--- src/rtl/core/dqpb_pkg.sv ---
// ----------------------------------------------------------------------------
// dqpb_pkg
// Shared types, codes and constants of the DNS query packet builder.
// ----------------------------------------------------------------------------
package dqpb_pkg;

  localparam int MAX_LABEL_DEF  = 63;
  localparam int CMD_DEPTH_DEF  = 2;

  localparam int LEN_W          = 6;
  localparam int KIND_W         = 2;

  localparam logic [7:0]  DOT_CHAR      = 8'h2E;
  localparam logic [15:0] FLAG_RD       = 16'h0100;
  localparam logic [15:0] FLAG_INVERSE  = 16'h0800;
  localparam logic [15:0] FLAG_STATUS   = 16'h1000;

  // query_kind codes
  localparam logic [1:0] QK_STANDARD = 2'd0;
  localparam logic [1:0] QK_INVERSE  = 2'd1;
  localparam logic [1:0] QK_STATUS   = 2'd2;

  // command kinds handed from front to back
  localparam logic [KIND_W-1:0] KIND_START = 2'd0;
  localparam logic [KIND_W-1:0] KIND_CHAR  = 2'd1;
  localparam logic [KIND_W-1:0] KIND_DOT   = 2'd2;

  typedef struct packed {
    logic [KIND_W-1:0] kind;
    logic              last;
    logic [15:0]       data;   // query id, or name char in the low byte
    logic [15:0]       flags;  // header flags word for a start
  } dqpb_cmd_t;

  function automatic logic [15:0] flags_word(input logic [1:0] qk);
    logic [15:0] f;
    f = FLAG_RD;
    case (qk)
      QK_INVERSE: f = FLAG_RD | FLAG_INVERSE;
      QK_STATUS:  f = FLAG_RD | FLAG_STATUS;
      default:    f = FLAG_RD;
    endcase
    return f;
  endfunction

endpackage

--- src/rtl/core/dqpb_fifo.sv ---
// ----------------------------------------------------------------------------
// dqpb_fifo
// Small command queue between the front and the back.
// ----------------------------------------------------------------------------
module dqpb_fifo #(
  parameter int DEPTH = dqpb_pkg::CMD_DEPTH_DEF
) (
  input  logic                clk,
  input  logic                rst_n,
  input  logic                push,
  input  dqpb_pkg::dqpb_cmd_t push_cmd,
  input  logic                pop,
  output dqpb_pkg::dqpb_cmd_t head_cmd,
  output logic                full,
  output logic                empty
);

  localparam int PTR_W = (DEPTH > 1) ? $clog2(DEPTH) : 1;
  localparam int CNT_W = $clog2(DEPTH + 1);

  dqpb_pkg::dqpb_cmd_t slots_r [DEPTH];
  logic [PTR_W-1:0] wr_ptr_r, wr_ptr_nxt;
  logic [PTR_W-1:0] rd_ptr_r, rd_ptr_nxt;
  logic [CNT_W-1:0] count_r, count_nxt;

  assign full     = (count_r == CNT_W'(DEPTH));
  assign empty    = (count_r == '0);
  assign head_cmd = slots_r[rd_ptr_r];

  always_comb begin
    wr_ptr_nxt = wr_ptr_r;
    rd_ptr_nxt = rd_ptr_r;
    count_nxt  = count_r;
    if (push) begin
      wr_ptr_nxt = (wr_ptr_r == PTR_W'(DEPTH - 1)) ? '0 : wr_ptr_r + 1'b1;
    end
    if (pop) begin
      rd_ptr_nxt = (rd_ptr_r == PTR_W'(DEPTH - 1)) ? '0 : rd_ptr_r + 1'b1;
    end
    if (push && !pop) begin
      count_nxt = count_r + 1'b1;
    end else if (pop && !push) begin
      count_nxt = count_r - 1'b1;
    end
  end

  always_ff @(posedge clk) begin
    if (!rst_n) begin
      wr_ptr_r <= '0;
      rd_ptr_r <= '0;
      count_r  <= '0;
    end else begin
      wr_ptr_r <= wr_ptr_nxt;
      rd_ptr_r <= rd_ptr_nxt;
      count_r  <= count_nxt;
    end
  end

  always_ff @(posedge clk) begin
    if (push) begin
      slots_r[wr_ptr_r] <= push_cmd;
    end
  end

endmodule

--- src/rtl/core/dqpb_front.sv ---
// ----------------------------------------------------------------------------
// dqpb_front
// Accepts input items, holds the query_kind register and classifies each
// item into a start, name character or dot command for the queue.
// ----------------------------------------------------------------------------
module dqpb_front (
  input  logic                clk,
  input  logic                rst_n,
  input  logic                cfg_we,
  input  logic [1:0]          cfg_wdata,
  input  logic                in_valid,
  output logic                in_ready,
  input  logic                in_opcode,
  input  logic [15:0]         in_query_id,
  input  logic [7:0]          in_name_char,
  input  logic                in_end_of_name,
  input  logic                q_full,
  output logic                q_push,
  output dqpb_pkg::dqpb_cmd_t q_cmd
);

  logic [1:0] query_kind_r, query_kind_nxt;

  assign query_kind_nxt = cfg_we ? cfg_wdata : query_kind_r;

  always_ff @(posedge clk) begin
    if (!rst_n) begin
      query_kind_r <= dqpb_pkg::QK_STANDARD;
    end else begin
      query_kind_r <= query_kind_nxt;
    end
  end

  assign in_ready = !q_full;
  assign q_push   = in_valid && !q_full;

  always_comb begin
    q_cmd.flags = dqpb_pkg::flags_word(query_kind_r);
    q_cmd.last  = in_end_of_name;
    if (!in_opcode) begin
      q_cmd.kind = dqpb_pkg::KIND_START;
      q_cmd.data = in_query_id;
      q_cmd.last = 1'b0;
    end else if (in_name_char == dqpb_pkg::DOT_CHAR) begin
      q_cmd.kind = dqpb_pkg::KIND_DOT;
      q_cmd.data = {8'h00, in_name_char};
    end else begin
      q_cmd.kind = dqpb_pkg::KIND_CHAR;
      q_cmd.data = {8'h00, in_name_char};
    end
  end

endmodule

--- src/rtl/core/dqpb_back.sv ---
// ----------------------------------------------------------------------------
// dqpb_back
// Executes queued commands: header words, label buffering and flush, name
// tail, and packs the byte stream into 16-bit output words.
// ----------------------------------------------------------------------------
module dqpb_back #(
  parameter int MAX_LABEL = dqpb_pkg::MAX_LABEL_DEF
) (
  input  logic                clk,
  input  logic                rst_n,
  input  logic                q_empty,
  input  dqpb_pkg::dqpb_cmd_t q_head,
  output logic                q_pop,
  output logic                out_valid,
  input  logic                out_ready,
  output logic [15:0]         out_packet_word,
  output logic [1:0]          out_valid_bytes,
  output logic                out_packet_end,
  output logic                out_label_too_long
);

  localparam int AW    = (MAX_LABEL > 1) ? $clog2(MAX_LABEL) : 1;
  localparam int LEN_W = dqpb_pkg::LEN_W;

  localparam logic [2:0] S_IDLE = 3'd0;
  localparam logic [2:0] S_HDR  = 3'd1;
  localparam logic [2:0] S_LEN  = 3'd2;
  localparam logic [2:0] S_BODY = 3'd3;
  localparam logic [2:0] S_TAIL = 3'd4;

  localparam logic [2:0] HDR_LAST  = 3'd5;
  localparam logic [2:0] TAIL_LAST = 3'd4;

  logic [2:0]       state_r, state_nxt;
  logic [2:0]       cnt_r, cnt_nxt;
  logic [LEN_W-1:0] len_r, len_nxt;
  logic [LEN_W-1:0] idx_r, idx_nxt;
  logic             ovf_r, ovf_nxt;
  logic             tail_r, tail_nxt;
  logic [15:0]      id_r, id_nxt;
  logic [15:0]      flags_r, flags_nxt;
  logic [7:0]       held_r, held_nxt;
  logic             held_v_r, held_v_nxt;

  logic             out_valid_r, out_valid_nxt;
  logic [15:0]      out_word_r, out_word_nxt;
  logic [1:0]       out_vb_r, out_vb_nxt;
  logic             out_end_r, out_end_nxt;
  logic             out_ltl_r, out_ltl_nxt;

  logic [7:0]       label_mem [MAX_LABEL];
  logic [7:0]       rd_data_r;
  logic             mem_we;

  // byte/word unit offered to the packer this cycle
  logic             u_valid;
  logic             u_word;
  logic [15:0]      u_data;
  logic             u_last;
  logic             u_acc;
  logic             out_free;
  logic             u_emits;

  assign out_free = !out_valid_r || out_ready;

  always_comb begin
    u_valid = 1'b0;
    u_word  = 1'b0;
    u_data  = '0;
    u_last  = 1'b0;
    case (state_r)
      S_HDR: begin
        u_valid = 1'b1;
        u_word  = 1'b1;
        case (cnt_r)
          3'd0:    u_data = id_r;
          3'd1:    u_data = flags_r;
          3'd2:    u_data = 16'h0001;
          default: u_data = 16'h0000;
        endcase
      end
      S_LEN: begin
        u_valid = (len_r != '0);
        u_data  = {8'h00, 2'b00, len_r};
      end
      S_BODY: begin
        u_valid = 1'b1;
        u_data  = {8'h00, rd_data_r};
      end
      S_TAIL: begin
        u_valid = 1'b1;
        u_data  = ((cnt_r == 3'd2) || (cnt_r == TAIL_LAST)) ? 16'h0001 : 16'h0000;
        u_last  = (cnt_r == TAIL_LAST);
      end
      default: begin
        u_valid = 1'b0;
      end
    endcase
  end

  // a lone byte that is not last only parks in the held register
  assign u_emits = u_word || held_v_r || u_last;
  assign u_acc   = u_valid && (!u_emits || out_free);

  always_comb begin
    state_nxt  = state_r;
    cnt_nxt    = cnt_r;
    len_nxt    = len_r;
    idx_nxt    = idx_r;
    ovf_nxt    = ovf_r;
    tail_nxt   = tail_r;
    id_nxt     = id_r;
    flags_nxt  = flags_r;
    held_nxt   = held_r;
    held_v_nxt = held_v_r;
    mem_we     = 1'b0;
    q_pop      = 1'b0;

    out_valid_nxt = out_valid_r && !out_ready;
    out_word_nxt  = out_word_r;
    out_vb_nxt    = out_vb_r;
    out_end_nxt   = out_end_r;
    out_ltl_nxt   = out_ltl_r;

    case (state_r)
      S_IDLE: begin
        if (!q_empty) begin
          q_pop = 1'b1;
          case (q_head.kind)
            dqpb_pkg::KIND_START: begin
              id_nxt     = q_head.data;
              flags_nxt  = q_head.flags;
              len_nxt    = '0;
              held_v_nxt = 1'b0;
              held_nxt   = '0;
              ovf_nxt    = 1'b0;
              cnt_nxt    = '0;
              state_nxt  = S_HDR;
            end
            dqpb_pkg::KIND_CHAR: begin
              if (len_r < LEN_W'(MAX_LABEL)) begin
                mem_we  = 1'b1;
                len_nxt = len_r + 1'b1;
              end else begin
                ovf_nxt = 1'b1;
              end
              tail_nxt  = q_head.last;
              state_nxt = q_head.last ? S_LEN : S_IDLE;
            end
            default: begin
              tail_nxt  = q_head.last;
              state_nxt = S_LEN;
            end
          endcase
        end
      end
      S_HDR: begin
        if (u_acc) begin
          cnt_nxt   = cnt_r + 1'b1;
          state_nxt = (cnt_r == HDR_LAST) ? S_IDLE : S_HDR;
        end
      end
      S_LEN: begin
        idx_nxt = '0;
        if (len_r == '0) begin
          cnt_nxt   = '0;
          state_nxt = tail_r ? S_TAIL : S_IDLE;
        end else if (u_acc) begin
          state_nxt = S_BODY;
        end
      end
      S_BODY: begin
        if (u_acc) begin
          if ((idx_r + 1'b1) == len_r) begin
            len_nxt   = '0;
            idx_nxt   = '0;
            cnt_nxt   = '0;
            state_nxt = tail_r ? S_TAIL : S_IDLE;
          end else begin
            idx_nxt = idx_r + 1'b1;
          end
        end
      end
      S_TAIL: begin
        if (u_acc) begin
          cnt_nxt   = cnt_r + 1'b1;
          state_nxt = (cnt_r == TAIL_LAST) ? S_IDLE : S_TAIL;
        end
      end
      default: begin
        state_nxt = S_IDLE;
      end
    endcase

    // packer
    if (u_acc) begin
      if (u_word) begin
        out_valid_nxt = 1'b1;
        out_word_nxt  = u_data;
        out_vb_nxt    = 2'd2;
        out_end_nxt   = 1'b0;
        out_ltl_nxt   = ovf_nxt;
      end else if (held_v_r) begin
        out_valid_nxt = 1'b1;
        out_word_nxt  = {held_r, u_data[7:0]};
        out_vb_nxt    = 2'd2;
        out_end_nxt   = u_last;
        out_ltl_nxt   = ovf_r;
        held_v_nxt    = 1'b0;
        held_nxt      = '0;
      end else if (u_last) begin
        // odd length: final byte padded
        out_valid_nxt = 1'b1;
        out_word_nxt  = {u_data[7:0], 8'h00};
        out_vb_nxt    = 2'd1;
        out_end_nxt   = 1'b1;
        out_ltl_nxt   = ovf_r;
      end else begin
        held_nxt   = u_data[7:0];
        held_v_nxt = 1'b1;
      end
    end
  end

  always_ff @(posedge clk) begin
    if (!rst_n) begin
      state_r     <= S_IDLE;
      cnt_r       <= '0;
      len_r       <= '0;
      idx_r       <= '0;
      ovf_r       <= 1'b0;
      tail_r      <= 1'b0;
      held_r      <= '0;
      held_v_r    <= 1'b0;
      out_valid_r <= 1'b0;
    end else begin
      state_r     <= state_nxt;
      cnt_r       <= cnt_nxt;
      len_r       <= len_nxt;
      idx_r       <= idx_nxt;
      ovf_r       <= ovf_nxt;
      tail_r      <= tail_nxt;
      held_r      <= held_nxt;
      held_v_r    <= held_v_nxt;
      out_valid_r <= out_valid_nxt;
    end
  end

  always_ff @(posedge clk) begin
    id_r       <= id_nxt;
    flags_r    <= flags_nxt;
    out_word_r <= out_word_nxt;
    out_vb_r   <= out_vb_nxt;
    out_end_r  <= out_end_nxt;
    out_ltl_r  <= out_ltl_nxt;
  end

  // label store: write on a buffered char, read one entry ahead of the flush
  always_ff @(posedge clk) begin
    if (mem_we) begin
      label_mem[len_r[AW-1:0]] <= q_head.data[7:0];
    end
    rd_data_r <= label_mem[idx_nxt[AW-1:0]];
  end

  assign out_valid          = out_valid_r;
  assign out_packet_word    = out_word_r;
  assign out_valid_bytes    = out_vb_r;
  assign out_packet_end     = out_end_r;
  assign out_label_too_long = out_ltl_r;

  a_len_bound: assert property (@(posedge clk) disable iff (!rst_n)
    len_r <= LEN_W'(MAX_LABEL))
    else $error("label length beyond MAX_LABEL");

  a_hdr_clean: assert property (@(posedge clk) disable iff (!rst_n)
    (state_r == S_HDR && u_acc) |=> (out_valid_r && !out_ltl_r && !out_end_r))
    else $error("header word flagged");

  a_last_ends: assert property (@(posedge clk) disable iff (!rst_n)
    (u_acc && u_last) |=> (out_valid_r && out_end_r && !held_v_r))
    else $error("packet end not marked or held byte left over");

  a_pop_idle: assert property (@(posedge clk) disable iff (!rst_n)
    q_pop |-> (state_r == S_IDLE && !q_empty))
    else $error("command popped while busy");

endmodule

--- src/rtl/core/dns_query_packet_builder_top.sv ---
// ----------------------------------------------------------------------------
// dns_query_packet_builder_top
// Builds DNS query packets as big-endian 16-bit words from a start item
// and a dotted name fed one character per item.
// ----------------------------------------------------------------------------
// Items pass the command queue and back sequencer to a registered output.
// The back emits one byte or header word per cycle while out_ready allows;
//   a char is buffered; a flush sends length and label bytes, a start the
//   header, a tail 5 bytes. Front accepts while the 2-entry queue has room.
// Reset (sync, rst_n low): control cleared, query_kind 0; label store
//   contents are not cleared.
module dns_query_packet_builder_top #(
  parameter int MAX_LABEL = dqpb_pkg::MAX_LABEL_DEF,  // 1..63
  parameter int CMD_DEPTH = dqpb_pkg::CMD_DEPTH_DEF   // 2..16
) (
  input  logic        clk,
  input  logic        rst_n,
  // configuration: query_kind
  input  logic        cfg_we,
  input  logic [1:0]  cfg_wdata,
  // input items
  input  logic        in_valid,
  output logic        in_ready,
  input  logic        in_opcode,
  input  logic [15:0] in_query_id,
  input  logic [7:0]  in_name_char,
  input  logic        in_end_of_name,
  // result items
  output logic        out_valid,
  input  logic        out_ready,
  output logic [15:0] out_packet_word,
  output logic [1:0]  out_valid_bytes,
  output logic        out_packet_end,
  output logic        out_label_too_long
);

  dqpb_pkg::dqpb_cmd_t push_cmd;
  dqpb_pkg::dqpb_cmd_t head_cmd;
  logic                q_push;
  logic                q_pop;
  logic                q_full;
  logic                q_empty;

  // front: accept + classify, owns query_kind
  dqpb_front u_front (
    .clk            (clk),
    .rst_n          (rst_n),
    .cfg_we         (cfg_we),
    .cfg_wdata      (cfg_wdata),
    .in_valid       (in_valid),
    .in_ready       (in_ready),
    .in_opcode      (in_opcode),
    .in_query_id    (in_query_id),
    .in_name_char   (in_name_char),
    .in_end_of_name (in_end_of_name),
    .q_full         (q_full),
    .q_push         (q_push),
    .q_cmd          (push_cmd)
  );

  // decouples front from the back's multi-cycle work
  dqpb_fifo #(
    .DEPTH (CMD_DEPTH)
  ) u_fifo (
    .clk      (clk),
    .rst_n    (rst_n),
    .push     (q_push),
    .push_cmd (push_cmd),
    .pop      (q_pop),
    .head_cmd (head_cmd),
    .full     (q_full),
    .empty    (q_empty)
  );

  // back: label store, sequencer, word packer, output register
  dqpb_back #(
    .MAX_LABEL (MAX_LABEL)
  ) u_back (
    .clk                (clk),
    .rst_n              (rst_n),
    .q_empty            (q_empty),
    .q_head             (head_cmd),
    .q_pop              (q_pop),
    .out_valid          (out_valid),
    .out_ready          (out_ready),
    .out_packet_word    (out_packet_word),
    .out_valid_bytes    (out_valid_bytes),
    .out_packet_end     (out_packet_end),
    .out_label_too_long (out_label_too_long)
  );

endmodule
--- config.mk ---
export PLATFORM = sky130hd
export DESIGN_NAME = dns_query_packet_builder_top
export DESIGN_NICKNAME = d
export VERILOG_FILES = /design/src/rtl/core/dqpb_pkg.sv /design/src/rtl/core/dqpb_fifo.sv /design/src/rtl/core/dqpb_front.sv /design/src/rtl/core/dqpb_back.sv /design/src/rtl/core/dns_query_packet_builder_top.sv
export SDC_FILE = /design/constraint.sdc
export NUM_CORES = 1
export LEC_CHECK = 0
export BUFFER_PORTS_ARGS = -buffer_cell sky130_fd_sc_hd__buf_2
export CORE_UTILIZATION = 35
export CTS_CLUSTER_SIZE = 24
export DETAILED_ROUTE_END_ITERATION = 7
export GPL_TIMING_DRIVEN = 1
export SYNTH_ARGS = -nofsm -noshare
export SYNTH_HDL_FRONTEND = slang
export SYNTH_HIERARCHICAL = 1
export SYNTH_SLANG_ARGS = --single-unit
--- constraint.sdc ---
create_clock -name clk -period 9.2 [get_ports clk]
set_input_delay 1.84 -clock clk [delete_from_list [all_inputs] [get_ports clk]]
set_output_delay 1.84 -clock clk [all_outputs]
set_load 0.03 [all_outputs]
# Yosys cells after proc, flatten, opt, wreduce, memory -nomap -nowiden
# Memory sizes are Yosys's and may differ from the RTL's. A register that Yosys moved wholly into a read port is not among the register bits.
# Cells that the tools add are included.
op_classes:
  addsub: 7
  n_lt_le_gt_ge: 1
  eq_ne: 25
  mux: 87
  bitwise: 2
  reduce_logical: 35
ops:
  columns: ["op", "count"]
  rows:
  - ["16-bit two-way mux", 4]
  - ["16-bit one-hot mux with 4 select lines", 1]
  - ["8-bit two-way mux", 7]
  - ["16-bit one-hot mux with 3 select lines", 1]
  - ["3-bit two-way mux", 15]
  - ["1-bit two-way mux", 38]
  - ["6-bit two-way mux", 6]
  - ["6-bit one-hot mux with 2 select lines", 3]
  - ["13-bit one-hot mux with 2 select lines", 1]
  - ["3-bit one-hot mux with 5 select lines", 1]
  - ["6-bit by 1-bit adder with 6-bit output, second input constant", 2]
  - ["2-bit two-way mux", 6]
  - ["2-bit by 1-bit != test with 1-bit output, second input constant", 6]
  - ["3-bit one-hot mux with 4 select lines", 1]
  - ["6-bit AND reduction", 2]
  - ["3-bit by 2-bit equality test with 1-bit output, second input constant", 3]
  - ["3-bit equality test, second input constant", 3]
  - ["8-bit by 6-bit equality test with 1-bit output, second input constant", 1]
  - ["7-bit AND reduction", 1]
  - ["3-bit by 1-bit equality test with 1-bit output, second input constant", 2]
  - ["6-bit equality test", 1]
  - ["1-bit logical NOT", 6]
  - ["3-bit logical NOT", 2]
  - ["6-bit logical NOT", 1]
  - ["other kinds (25)", 43]
totals:
  ff_bits: 88
  ramBits: 568
  output_inout_bits: 22
  word_cells: 178
  memories: 2
mem_list:
  columns: ["memory", "depth", "width", "rd", "rd_clocked_by_memory_dff", "wr", "line_no", "text"]
  rows:
  - ["u_back.label_mem", 63, 8, 1, 1, 1, "dqpb_back.sv:51", "logic [7:0] label_mem [MAX_LABEL];"]
  - ["u_fifo.slots_r", 2, 32, 1, 1, 1, "dqpb_fifo.sv:21", "dqpb_pkg::dqpb_cmd_t slots_r [DEPTH];"]

# Logic depth before layout (Yosys ltp)
depth:
  depth_word: 10
  mapped_depth: 16

# Modules after synthesis
# Netlist, hierarchy kept.
modules_own_cells:
  columns: ["module", "n_inst", "cells_per_inst", "area_each_um2", "seq_area_each_um2"]
  rows:
  - ["dqpb_back", 1, 1881, 24459.7, 17456.7]
  - ["dqpb_fifo", 1, 131, 2742.6, 2202.1]
  - ["dqpb_front", 1, 49, 445.4, 40.0]

# Least setup slack after synthesis
# Ideal clock, no wire load.
synth_timing:
  kind: "in2reg"
  startpoint: "input in_valid"
  endpoint: "memory u_fifo/slots_r[0][0] in the netlist's numbering, enable pin"
  arrival_time_ns: 3.694
  path_slack_ns: 5.073
  cell_stages: 2
  path_cell_list: "nor2b_1 -> nor2b_1"
synth_between:
  elab_chain_len: 3
synth_rtl:
  columns: ["element", "line_no", "text"]
  rows:
  - ["from (decl)", "dns_query_packet_builder_top.sv:22", "input logic in_valid,"]
  - ["1-bit logical AND", "dqpb_front.sv:35", "assign q_push = in_valid && !q_full;"]
  - ["1-bit two-way mux", "dqpb_fifo.sv:60", "if (push) begin"]
  - ["1-bit two-way mux (implied by the code)", "dqpb_fifo.sv:61", "slots_r[wr_ptr_r] <= push_cmd;"]
  - ["to (decl)", "dqpb_fifo.sv:21", null]
# Every way passes these cells.

# Worst setup path in the final report
layout_timing:
  startpoint: "input out_ready"
  endpoint: "register u_back.rd_data_r[5] (read register of u_back.label_mem)"
layout_between:
  elab_chain_len: 5
layout_rtl:
  columns: ["element", "line_no", "text"]
  rows:
  - ["from (decl)", "dns_query_packet_builder_top.sv:30", "input logic out_ready,"]
  - ["1-bit logical OR", "dqpb_back.sv:64", "assign out_free = !out_valid_r || out_ready;"]
  - ["1-bit logical OR", "dqpb_back.sv:103", "assign u_acc = u_valid && (!u_emits || out_free);"]
  - ["1-bit logical AND", "dqpb_back.sv:103", null]
  - ["6-bit two-way mux", "dqpb_back.sv:173", "if (u_acc) begin"]
  - ["6-bit one-hot mux with 2 select lines", "dqpb_back.sv:125", "case (state_r)"]
  - ["to (decl)", "dqpb_back.sv:52", "logic [7:0] rd_data_r;"]
# Every way passes these cells.
# A chain may end at the register's enable or synchronous reset.

==> run_results.csv <==
group,metric,value,unit
status,status,"finished, final reports clean",
sta,fin_crit_sh,60.35,%
layout,final_util,39.59,%
setup_path,cp_data_arrival_time,6060,ps
drt,drc,0,
clock_network,cts_buffers,71,
sta,relSlewSlack,7.925,%
place,port-buffer-count,54,
setup_path,cp.required,9710,ps
place,dpl.hpwl,39.21,mm
layout,layout.nets,2113,
setup_path,crit_fanout,128,
drt,wl_per_cell,20.91,µm
power,p_leak,10.04,nW
drt,totalWireLength,66.24,mm
min_path,min_from,"u_back/ovf_r",
logic_synthesis,synth.distinct_cells,83,
logic_synthesis,synth_flop_cell,"edfxtp_1",
clock_network,hold_buffers,0,
logic_synthesis,ys_seq_area_share,71.25,%
sta,fin_setup_tns,0,ps
layout,final_area,0.03082,mm²
drt,dr.pass1.iters,6,
sta,fin_crit,5552,ps
setup_path,critPathBufInv,2,
sta,tightest_slew,1378,ps
drt,vias_per_cell,5.353,
die,core,0.07785,mm²
setup_path,reg2reg_from,"u_back/state_r[0]",
layout,syn2layout_area_growth,11.48,%
layout,n_fill_cell,7244,
clock_network,cts_max_level,3,
layout,final_common_cell,"edfxtp_1",
drt,drtIter0Drc,1551,
clock_network,post_cts_buffers,0,
logic_synthesis,synth-seq-cells,671,
clock_network,cts_root_buf,"clkbuf_16",
die,die_x,283.1,µm
global_route,antenna_found_initial,0,
layout,final_cell_mix,"edfxtp_1 (626), nand2_1 (376), nand3_1 (154)",
clock_network,cts_tree,"built",
drt,ant_nets,0,
die,io_pins,55,
setup_path,crit_path_start_kind,"input port",
sta,rsz0062_at_grt,"false",
min_path,min_path_type,"flop to flop",
clock_network,clk_latency,600,ps
logic_synthesis,synthArstFlopShare,0,%
clock_network,clkTransAtPathRegs,60,ps
setup_path,path_class,"input port to flop",
drt,vias,16960,
logic_synthesis,syn_inst,2061,
die,die_h,283.1,µm
setup_path,cpPeakStageDelay,700,ps
setup_path,critical_path.top_delay_family,"simple AND/OR/NAND/NOR gates",
clock_network,ctsResizeCount,0,
setup_path,crit_path_cell_trace,"buf_2 > and3b_1 > nand2b_1 > a211o_2 > nand2_8 > buf_4 > a211oi_1 > a311oi_1 > a211oi_1 > or4_1 > o32ai_2",
die,die_area,0.08012,mm²
setup_path,end_kind,"flop",
run,maxCapViolCount,0,
sta,report.final.setup_viol,0,
logic_synthesis,synth_area,0.02765,mm²
layout,drive_gt1_share,11.47,%
clock_network,clockBufferDepth,3,
setup_path,slowest_stage,"nand2_8",
global_route,grt_max_degree,129,
die,placementRows,102,
setup_path,critPathLaunch,"out_ready",
sta,finalHoldViolations,0,
sta,final-max-slew-violation-count,0,
power,power_density,247.6,mW/mm²
sta,max_freq,180.1,MHz
die,initial_core_util,35.51,%
global_route,grt_pass1_vias,16500,
global_route,overflow,0,
global_route,grt_pass1_wl,100.9,mm
power,peakVddDrop,135.6,µV
clock_network,cts.sinks,671,
sta,skew,18.53,ps
place,place_area,0.02868,mm²
global_route,grt.total_usage,16.22,%
logic_synthesis,syn_area_per_cell,13.41,µm²
setup_path,crit_top_cell,"a211oi_1",
logic_synthesis,synth_enable_flop_cells,626,
place,routabilityCongestion,0.8297,
logic_synthesis,yosysWarningCount,6,
==> report_power, final <==
part | total (W) | switching [W] | internal [W]
Clock | 0.00265 | 0.00116 | 0.00148
Combinational | 0.00122 | 0.000868 | 0.000352
Sequential | 0.00376 | 0.0000823 | 0.00368
Total | 0.00763 | 0.00211 | 0.00552
==> routing by layer <==
metal  share of wire [%]  vias up  GRT usage [%]  wire length [µm]
met1                  43     8463          22.12             28460
met5                   0        -              0                 0
met2                  48      652          26.38             31640
li1                    -     7736              -                 -
met4                 2.6        0          4.878              1754
met3                 6.6      108          2.842              4375
==> state kept, by name, indices dropped and copies added, names as in the netlist, 6 cells and up, named ones only <==
| name | flops |
|---|---|
| u_back/label_mem | 504 |
| u_back/out_packet_word | 16 |
| u_fifo/slots_r | 70 |
| u_back/len_r | 6 |
| u_back/id_r | 16 |
| u_back/idx_r | 6 |
| u_back/held_r | 8 |
| u_back/rd_data_r | 8 |
| u_back/flags_r | 16 |
==> final timing paths <==
| check | end | slack [ps] | cells after the start |
|---|---|---|---|
| hold / removal | u_back/out_label_too_long | 480 | 0 |
| setup reg to reg | u_back/rd_data_r[5] | 3850 | 10 |
| hold reg to reg | u_back/out_label_too_long | 480 | 0 |
| setup / recovery | u_back/rd_data_r[5] | 3650 | 11 |
==> layout make-up <==
| cell class | instances | area [µm²] | area share (%) |
|---|---|---|---|
| timing repair buffer | 72 | 405.4 | 1.315 |
| tap | 1040 | 1301 | 4.222 |
| inverter | 9 | 33.78 | 0.1096 |
| clock buffer | 82 | 1818 | 5.898 |
| antenna | 1 | 2.502 | 0.008119 |
| sequential | 671 | 19700 | 63.91 |
| clock inverter | 46 | 322.8 | 1.047 |
| multi-input combinational | 1247 | 7239 | 23.49 |
==> through the flow <==
step | cells | worst slack [ps] | hold WS (ps) | power, W
after floorplan | 2073 | 5073 | 434.9 | 0.004637
after global placement | 3039 | 3244 | 453.5 | 0.005017
after detailed placement | 3039 | 3028 | 469.5 | 0.005048
after CTS | 3167 | 3684 | 483.5 | 0.007692
after global routing | 3167 | 3452 | 493.8 | 0.007920
final | 3168 | 3648 | 477.4 | 0.007631
==> logic make-up (layout without fill, tap and decap cells) <==
logic type | Yosys count | after routing | synth area share, %
adders and majority gates | 8 | 8 | 0.3621
buffers and inverters | 155 | 209 | 2.969
other | 2 | 15 | 0.02716
AOI/OAI and AO/OA | 339 | 339 | 8.458
xor gates and xnor gates | 14 | 14 | 0.5250
and+or+nand+nor | 785 | 785 | 12.92
DFF | 671 | 671 | 71.25
muxes | 87 | 87 | 3.485
==> Yosys cell counts (4+ instances only) <==
cell | number | area, µm²
a211oi_1 | 37 | 277.8
a211oi_2 | 4 | 50.05
a21oi_1 | 68 | 340.3
a221oi_1 | 8 | 70.07
a22o_1 | 10 | 87.58
a22oi_1 | 8 | 60.06
a311o_1 | 6 | 60.06
a311oi_1 | 14 | 122.6
a31oi_1 | 51 | 319.1
a32o_1 | 6 | 60.06
and2_1 | 23 | 143.9
and3_1 | 45 | 281.5
buf_1 | 7 | 26.28
buf_2 | 56 | 280.3
buf_4 | 26 | 195.2
buf_6 | 8 | 90.09
clkbuf_1 | 48 | 180.2
dfxtp_1 | 45 | 900.9
edfxtp_1 | 626 | 18800
ha_1 | 8 | 100.1
inv_1 | 9 | 33.78
mux2_2 | 36 | 405.4
mux2_4 | 7 | 105.1
mux2i_1 | 43 | 430.4
nand2_1 | 376 | 1411
nand2b_1 | 7 | 43.79
nand3_1 | 154 | 770.7
nand3b_1 | 6 | 45.04
nor2_1 | 89 | 334.1
nor2b_1 | 31 | 193.9
nor3_1 | 20 | 100.1
nor3b_1 | 4 | 30.03
o211ai_1 | 22 | 165.2
o21a_1 | 5 | 37.54
o21ai_0 | 37 | 185.2
o22ai_1 | 28 | 175.2
or3_1 | 7 | 43.79
xnor2_1 | 5 | 43.79
xor2_1 | 7 | 61.31
==> worst reg2reg max path: stages (launching register included) <==
cell	delay, ps
dfxtp_1	830
and3b_1	530
nand2b_1	280
a211o_2	650
nand2_8	710
buf_4	740
a211oi_1	240
a311oi_1	350
a211oi_1	110
or4_1	600
o32ai_2	220
(Power assumes the default switching activity.)
